File: src/hw/rtl/rmlt_pkg.sv
// rmlt_pkg: shared codes and beat types of the reentrant monitor lock table
// no dependencies; imported by every module of the block
`timescale 1ns / 1ps

package rmlt_pkg;

    // fixed field widths
    localparam int CMD_W    = 3;
    localparam int HANDLE_W = 6;
    localparam int PID_W    = 32;
    localparam int WAITER_W = 64;
    localparam int STATUS_W = 3;
    localparam int DEPTH_W  = 16;

    // operation codes; the first five match the command codes on the port
    localparam logic [CMD_W-1:0] OP_ACQUIRE  = 3'd0;
    localparam logic [CMD_W-1:0] OP_RELEASE  = 3'd1;
    localparam logic [CMD_W-1:0] OP_ADD      = 3'd2;
    localparam logic [CMD_W-1:0] OP_POP      = 3'd3;
    localparam logic [CMD_W-1:0] OP_POP_ALL  = 3'd4;
    // classes made by the front end
    localparam logic [CMD_W-1:0] OP_INVALID  = 3'd5;
    localparam logic [CMD_W-1:0] OP_IGNORE   = 3'd6;

    // result status codes
    localparam logic [STATUS_W-1:0] ST_DONE      = 3'd0;
    localparam logic [STATUS_W-1:0] ST_HELD      = 3'd1;
    localparam logic [STATUS_W-1:0] ST_INVALID   = 3'd2;
    localparam logic [STATUS_W-1:0] ST_NOT_OWNER = 3'd3;
    localparam logic [STATUS_W-1:0] ST_FULL      = 3'd4;
    localparam logic [STATUS_W-1:0] ST_DEPTH     = 3'd5;

    localparam logic [DEPTH_W-1:0] DEPTH_MAX = 16'hFFFF;

    // command beat
    typedef struct packed {
        logic [CMD_W-1:0]    command;
        logic [HANDLE_W-1:0] handle;
        logic                object_valid;
        logic [PID_W-1:0]    requester_pid;
        logic [WAITER_W-1:0] waiter_in;
    } cmd_t;

    // result beat
    typedef struct packed {
        logic [STATUS_W-1:0] status;
        logic [WAITER_W-1:0] woken_pid;
        logic                last;
    } result_t;

    // classified item held in the queue between front and back
    typedef struct packed {
        logic [CMD_W-1:0]    op;
        logic [HANDLE_W-1:0] handle;
        logic [PID_W-1:0]    requester_pid;
        logic [WAITER_W-1:0] waiter_in;
    } item_t;

    // queue head as seen by the back end
    typedef struct packed {
        logic  valid;
        item_t item;
    } queue_out_t;

    // back end feedback to the front end
    typedef struct packed {
        logic take;
        logic init_busy;
    } back_status_t;

endpackage

File: src/hw/rtl/rmlt_front.sv
// rmlt_front: command intake, classification and two-entry item queue
// depends on rmlt_pkg
`timescale 1ns / 1ps

module rmlt_front #(
    parameter int NUM_HANDLES = 64
) (
    input  logic                  clk,
    input  logic                  rst_n,
    input  logic                  start,
    output logic                  busy,
    input  rmlt_pkg::cmd_t        cmd,
    output rmlt_pkg::queue_out_t  q_out,
    input  rmlt_pkg::back_status_t back_stat
);
    import rmlt_pkg::*;

    localparam logic [1:0] Q_FULL = 2'd2;

    item_t      slots_reg [2];
    logic       wr_reg;
    logic       rd_reg;
    logic [1:0] cnt_reg;
    logic [1:0] cnt_next;
    item_t      item_in;
    logic       push;
    logic       pop;
    logic       in_range;

    // handshake
    assign busy = (cnt_reg == Q_FULL) || back_stat.init_busy;
    assign push = start && !busy;
    assign pop  = back_stat.take;

    // classify the beat
    assign in_range = 32'(cmd.handle) < 32'(NUM_HANDLES);

    always_comb
    begin
        item_in.op            = cmd.command;
        item_in.handle        = cmd.handle;
        item_in.requester_pid = cmd.requester_pid;
        item_in.waiter_in     = cmd.waiter_in;
        if (cmd.command > OP_POP_ALL)
        begin
            item_in.op     = OP_IGNORE;
            item_in.handle = '0;
        end
        else if (!in_range)
        begin
            item_in.op     = OP_INVALID;
            item_in.handle = '0;
        end
        else if ((cmd.command == OP_ACQUIRE || cmd.command == OP_RELEASE)
                 && !cmd.object_valid)
        begin
            item_in.op = OP_INVALID;
        end
    end

    // queue occupancy
    always_comb
    begin
        cnt_next = cnt_reg;
        case ({push, pop})
            2'b10:   cnt_next = cnt_reg + 2'd1;
            2'b01:   cnt_next = cnt_reg - 2'd1;
            default: cnt_next = cnt_reg;
        endcase
    end

    always_ff @(posedge clk or negedge rst_n)
    begin
        if (!rst_n)
        begin
            wr_reg  <= 1'b0;
            rd_reg  <= 1'b0;
            cnt_reg <= 2'd0;
        end
        else
        begin
            cnt_reg <= cnt_next;
            if (push)
            begin
                wr_reg <= ~wr_reg;
            end
            if (pop)
            begin
                rd_reg <= ~rd_reg;
            end
        end
    end

    // queue storage
    always_ff @(posedge clk)
    begin
        if (push)
        begin
            slots_reg[wr_reg] <= item_in;
        end
    end

    assign q_out.valid = (cnt_reg != 2'd0);
    assign q_out.item  = slots_reg[rd_reg];

endmodule

File: config.mk
export PLATFORM = sky130hd
export DESIGN_NAME = rmlt_front
export DESIGN_NICKNAME = d
export VERILOG_FILES = /design/src/hw/rtl/rmlt_pkg.sv /design/src/hw/rtl/rmlt_front.sv
export SDC_FILE = /design/constraint.sdc
export NUM_CORES = 1
export LEC_CHECK = 0
export BUFFER_PORTS_ARGS = -buffer_cell sky130_fd_sc_hd__clkbuf_2
export CAP_MARGIN = 0
export CORE_MARGIN = 2
export CORE_UTILIZATION = 50
export DETAILED_ROUTE_END_ITERATION = 8
export HOLD_SLACK_MARGIN = 0.03
export PLACE_DENSITY = 0.78
export RECOVER_POWER = 50
export SETUP_SLACK_MARGIN = 0.15
export SLEW_MARGIN = 20
export SYNTH_ARGS = -nofsm -noshare
export SYNTH_HDL_FRONTEND = slang
export SYNTH_SLANG_ARGS = --single-unit
File: constraint.sdc
create_clock -name clk -period 6.9 [get_ports clk]
set_input_delay 0.69 -clock clk [delete_from_list [all_inputs] [get_ports clk]]
set_output_delay 0.69 -clock clk [all_outputs]
set_load 0.05 [all_outputs]
### After elaboration in Yosys (flattened, before gate mapping)

Memory sizes are Yosys's and may differ from the RTL's.
Index checks and enable logic that the tools add are counted.

| cells by class | value |
|---|---|
| add/sub/neg operators | 2 |
| $lt $le $gt $ge | 1 |
| equality and inequality tests | 4 |
| multiplexer cells | 5 |
| bitwise gates (word level) | 2 |
| reduce and logical (&&, ||, !) cells | 9 |

Operator list:

| operator | count |
|---|---|
| 9-bit two-way mux | 1 |
| 2-bit equality test (second input constant) | 2 |
| 2-bit case mux with 2 select lines | 1 |
| 2-bit nonzero test | 2 |
| 3-bit by 1-bit equality test with 1-bit output (second input constant) | 1 |
| 3-bit > comparator (second input constant) | 1 |
| 3-bit logical NOT | 1 |
| 3-bit two-way mux | 1 |
| 2-bit by 1-bit adder with 2-bit output (second input constant) | 1 |
| 2-bit by 1-bit equality test with 1-bit output (second input constant) | 1 |
| 1-bit logical AND | 2 |
| 1-bit logical NOT | 2 |
| 1-bit logical OR | 2 |
| 1-bit two-way mux | 2 |
| 1-bit inverter | 2 |
| 2-bit by 1-bit subtractor with 2-bit output (second input constant) | 1 |

| storage, ports and cells | value |
|---|---|
| register bits | 4 |
| memory bits (writable) | 210 |
| input port bits | 111 |
| output and inout port bits | 107 |
| logic and storage cells | 27 |
| memories | 1 |

Memory list:

| memory | depth | width | rd ports | clocked after memory_dff | write ports | RTL line | source |
|---|---|---|---|---|---|---|---|
| slots_reg | 2 | 105 | 1 | 0 | 1 | rmlt_front.sv:20 | `item_t slots_reg [2];` |

### Depth between registers and ports, before layout

| depth | value |
|---|---|
| depth in word-level cells | 6 |
| depth in mapped cells | 6 |
| depth with buffers taken out | 6 |

### Least setup slack after synthesis

Ideal clock, no wire load.

| timing path | value |
|---|---|
| path kind | input to register |
| from | in back_stat[0] in the netlist's numbering |
| to | mem slots_reg[0][0] in the netlist's numbering, enable pin |
| library setup time | 0.570 ns |
| arrival | 5.306 ns |
| data required time | 6.330 ns |
| path slack | 1.023 ns |
| cell stages on the path | 2 |
| buffers on the path | 0 |
| cell sequence | nand3b_1 -> nor2_1 |

| on the way | value |
|---|---|
| cells in the longest elaborated chain, start to end | 5 |

RTL lines:

| item | RTL line | source |
|---|---|---|
| from (decl) | rmlt_front.sv:14 | `input rmlt_pkg::back_status_t back_stat` |
| 1-bit logical OR | rmlt_front.sv:31 | `assign busy = (cnt_reg == Q_FULL) \|\| back_stat.init_busy;` |
| 1-bit logical NOT | rmlt_front.sv:32 | `assign push = start && !busy;` |
| 1-bit logical AND | rmlt_front.sv:32 |  |
| 1-bit two-way mux | rmlt_front.sv:97 | `if (push)` |
| 1-bit two-way mux (implied by the code) | rmlt_front.sv:99 | `slots_reg[wr_reg] <= item_in;` |
| to (decl) | rmlt_front.sv:20 |  |

Every way passes these cells.

==> impl_metrics.toml <==
[worst_setup_path]
worstSetupPathType = "reg2out"
slowest_stage = "dfrtp_1"
reg2regPathDepth = 5
regToRegEndpoint = "slots_reg[0][57]"
cp.required_ns = 6.21
end_kind = "output pin"
crit_chain = "buf_4, mux2_2, clkbuf_2"
cp-start-kind = "flip-flop"
cp_num_buf_inv = 2
reg2reg_slack_ns = 2.39
crit_fanout = 63
worst_ep_arrival_time_ns = 4.04
r2r-start = "cnt_reg[0]"
cpPeakStageDelay_ns = 1.84
critical_path.top_delay_family = "flip-flops"

[detailed_routing]
vias = 4045
wl_per_cell_um = 17.67
dr.pass1.iters = 4
viasPerCell = 4.927
routed_wl_um = 14510
drc = 0
drt_iter0_markers = 175
ant_nets = 0

[finish]
drive_above_1_share = 0.4744
instances_no_fill = 821
final_core_util = 0.6287
nets = 704
largest_reg_flops = 210
n_antenna_cell = 0
syn_to_final_growth_pct = 23.91
fill_cells = 1192

[synth]
ys_warn_count = 0
synth-seq-area-share = 0.8006
synth-edff-count = 210
synth.area.top_cells = "edfxtp_1, mux2_2, mux2_4, dfrtp_1, buf_6"
yosysTopAreaCell = "edfxtp_1"
ys_top_cells_by_count = "edfxtp_1, mux2_2, mux2_4"
ys_ff_latch = 214
synth_top_area_share = 0.7881
yosysMostFrequentCell = "edfxtp_1"
avgSynthCellArea_um2 = 22.41
netlist_instances = 357
netlist_area_um2 = 8001
synth_cell_types = 17
synth_nets = 469
synth_top_flop_cell = "edfxtp_1"
synth-async-reset-ratio = 0.01869

[die]
die_width_um = 130.5
io_pins = 218
core_area_um2 = 15770
die_y_um = 130.5
rows = 46
initial_core_util = 0.5074
dieArea_um2 = 17030

[place]
dp_hpwl_um = 9680
gp_congestion = 0.7445
pre_cts_slack_ns = 3.738
portBuffers = 217
dpl.cell_count = 783

[timing]
relSlewSlack = -1.070
slew_violations = 149
period_share = 0.6858
fin_crit_ns = 4.732
hold_viol_final = 0
worst_pin_slew_ns = 3.106
fin_worst_skew_ns = 0.005647
max_freq_mhz = 211.3
fin_ws_ns = 2.168
rsz0062_at_grt = "no"
tns_ns = 0
setup_violations = 0

[grt]
gr-total-overflow = 0
antenna_found_initial = 0
grt_pass1_vias = 4232
grt.total_usage = 0.1634
grt_first_pass_wirelength_um = 21320
grt_start_max_net_pins = 64

[clocking]
clkLatencyLatePin_ns = 0.49
cts_made_buffers = 22
cts_root_buf = "clkbuf_16"
cts_num_sinks = 214
clk_pin_slew_worst_paths_ns = 0.06
cts_tree = "built"
postCtsSetupRepairBufs = 0
clockBufferDepth = 3
htree_levels = 1

[power]
netSwitchingPower_mw = 1.711
p_leak_nw = 3.668
p_comb_frac = 0.371
power_density_nw_per_um2 = 456.8
seq_power_share = 0.382
p_int_mw = 2.818
ir_drop_mv = 0.3112
p_sw_frac = 0.3777
clkPwrFrac = 0.247

[worst_hold_path]
min_to = "slots_reg[1][19]"
min_from = "cmd[19]"
holdCritPathClass = "in2reg"
min_path_cells = 1

[outcome]
failed_checks = "capacitance limit, slew limit"
status = "finished with violations"

[flow_run]
maxCapViolCount = 3
[how the worst max path moves through the flow]
stage	to	slack, ns	cells after the start	from
3_3_place_gp	q_out[8]	3.79	3	rd_reg
5_1_grt	q_out[20]	1.90	3	rd_reg
6_report	q_out[20]	2.17	3	rd_reg
3_5_place_dp	q_out[37]	3.74	3	rd_reg
2_1_floorplan	slots_reg[0][0]	1.02	2	back_stat[0]
4_1_cts	q_out[86]	3.21	3	rd_reg
[routing by layer]
metal | GRT usage | part of all wire | wire length [um]
met1 | 0.1926 | 0.39 | 5656
met2 | 0.2871 | 0.51 | 7336
met3 | 0.05578 | 0.090 | 1308
met4 | 0.04568 | 0.014 | 209
met5 | 0 | 0 | 0
[power groups by stage]
stage	logic [mW]	registers (mW)	clock network, mW
6_report	1.68	1.73	1.12
4_1_cts	1.69	1.73	1.15
5_1_grt	1.76	1.75	1.20
3_3_place_gp	1.66	1.74	0
2_1_floorplan	1.44	1.70	0
3_5_place_dp	1.68	1.76	0
[per-stage QoR]
| stage | hold WS [ns] | power (mW) | instance area (um2) |
|---|---|---|---|
| floorplan | 0.3944 | 3.137 | 8001 |
| global placement | 0.4713 | 3.406 | 9316 |
| detailed placement | 0.4921 | 3.439 | 9316 |
| CTS | 0.3740 | 4.566 | 10010 |
| global route | 0.3706 | 4.704 | 9915 |
| finish | 0.3893 | 4.529 | 9915 |
[placed cells by master, fill, tap and decap left out, types with 4 or more instances in the layout]
cell type / synthesis / routed
and2_0: 0 / 6
clkbuf_16: 0 / 23
clkbuf_1: 0 / 78
mux2_4: 40 / 40
nor2_1: 6 / 4
clkbuf_2: 0 / 146
edfxtp_1: 210 / 210
dfrtp_1: 4 / 4
mux2_2: 65 / 65
[cell type report]
| class | instances | area (um2) | area share |
|---|---|---|---|
| sequential | 214 | 6406 | 0.6461 |
| clock buffer | 28 | 594.3 | 0.05994 |
| inverter | 1 | 3.754 | 0.0003786 |
| multi-input combinational | 130 | 1509 | 0.1522 |
| tap | 216 | 270.3 | 0.02726 |
| timing repair buffer | 223 | 1037 | 0.1046 |
| clock inverter | 9 | 93.84 | 0.009465 |
[worst reg2reg max path, stage by stage, from the launching register on]
cell and delay (ns):
dfrtp_1 0.40, nand2b_1 0.19, nand3b_1 0.29, nor2_4 0.15, clkbuf_1 2.21, buf_4 0.88
[kinds of logic (layout without fill, tap and decap cells)]
logic type	after synthesis	count (layout)	share of synthesized area
and+or+nand+nor	17	17	0.01157
muxes	105	105	0.1665
AOI/OAI and AO/OA	2	2	0.001563
buffers and inverters	13	261	0.01267
DFF	214	214	0.8006
adders and majority gates	1	1	0.001563
xor gates and xnor gates	5	5	0.005474
[what timing repair did]
item | in CTS | in global routing
gates resized for setup | 0 | 0
hold buffers | 1 | 0
endpoints found under the hold margin | 4 | 0
No activity file was read; power rests on OpenSTA's default activity.
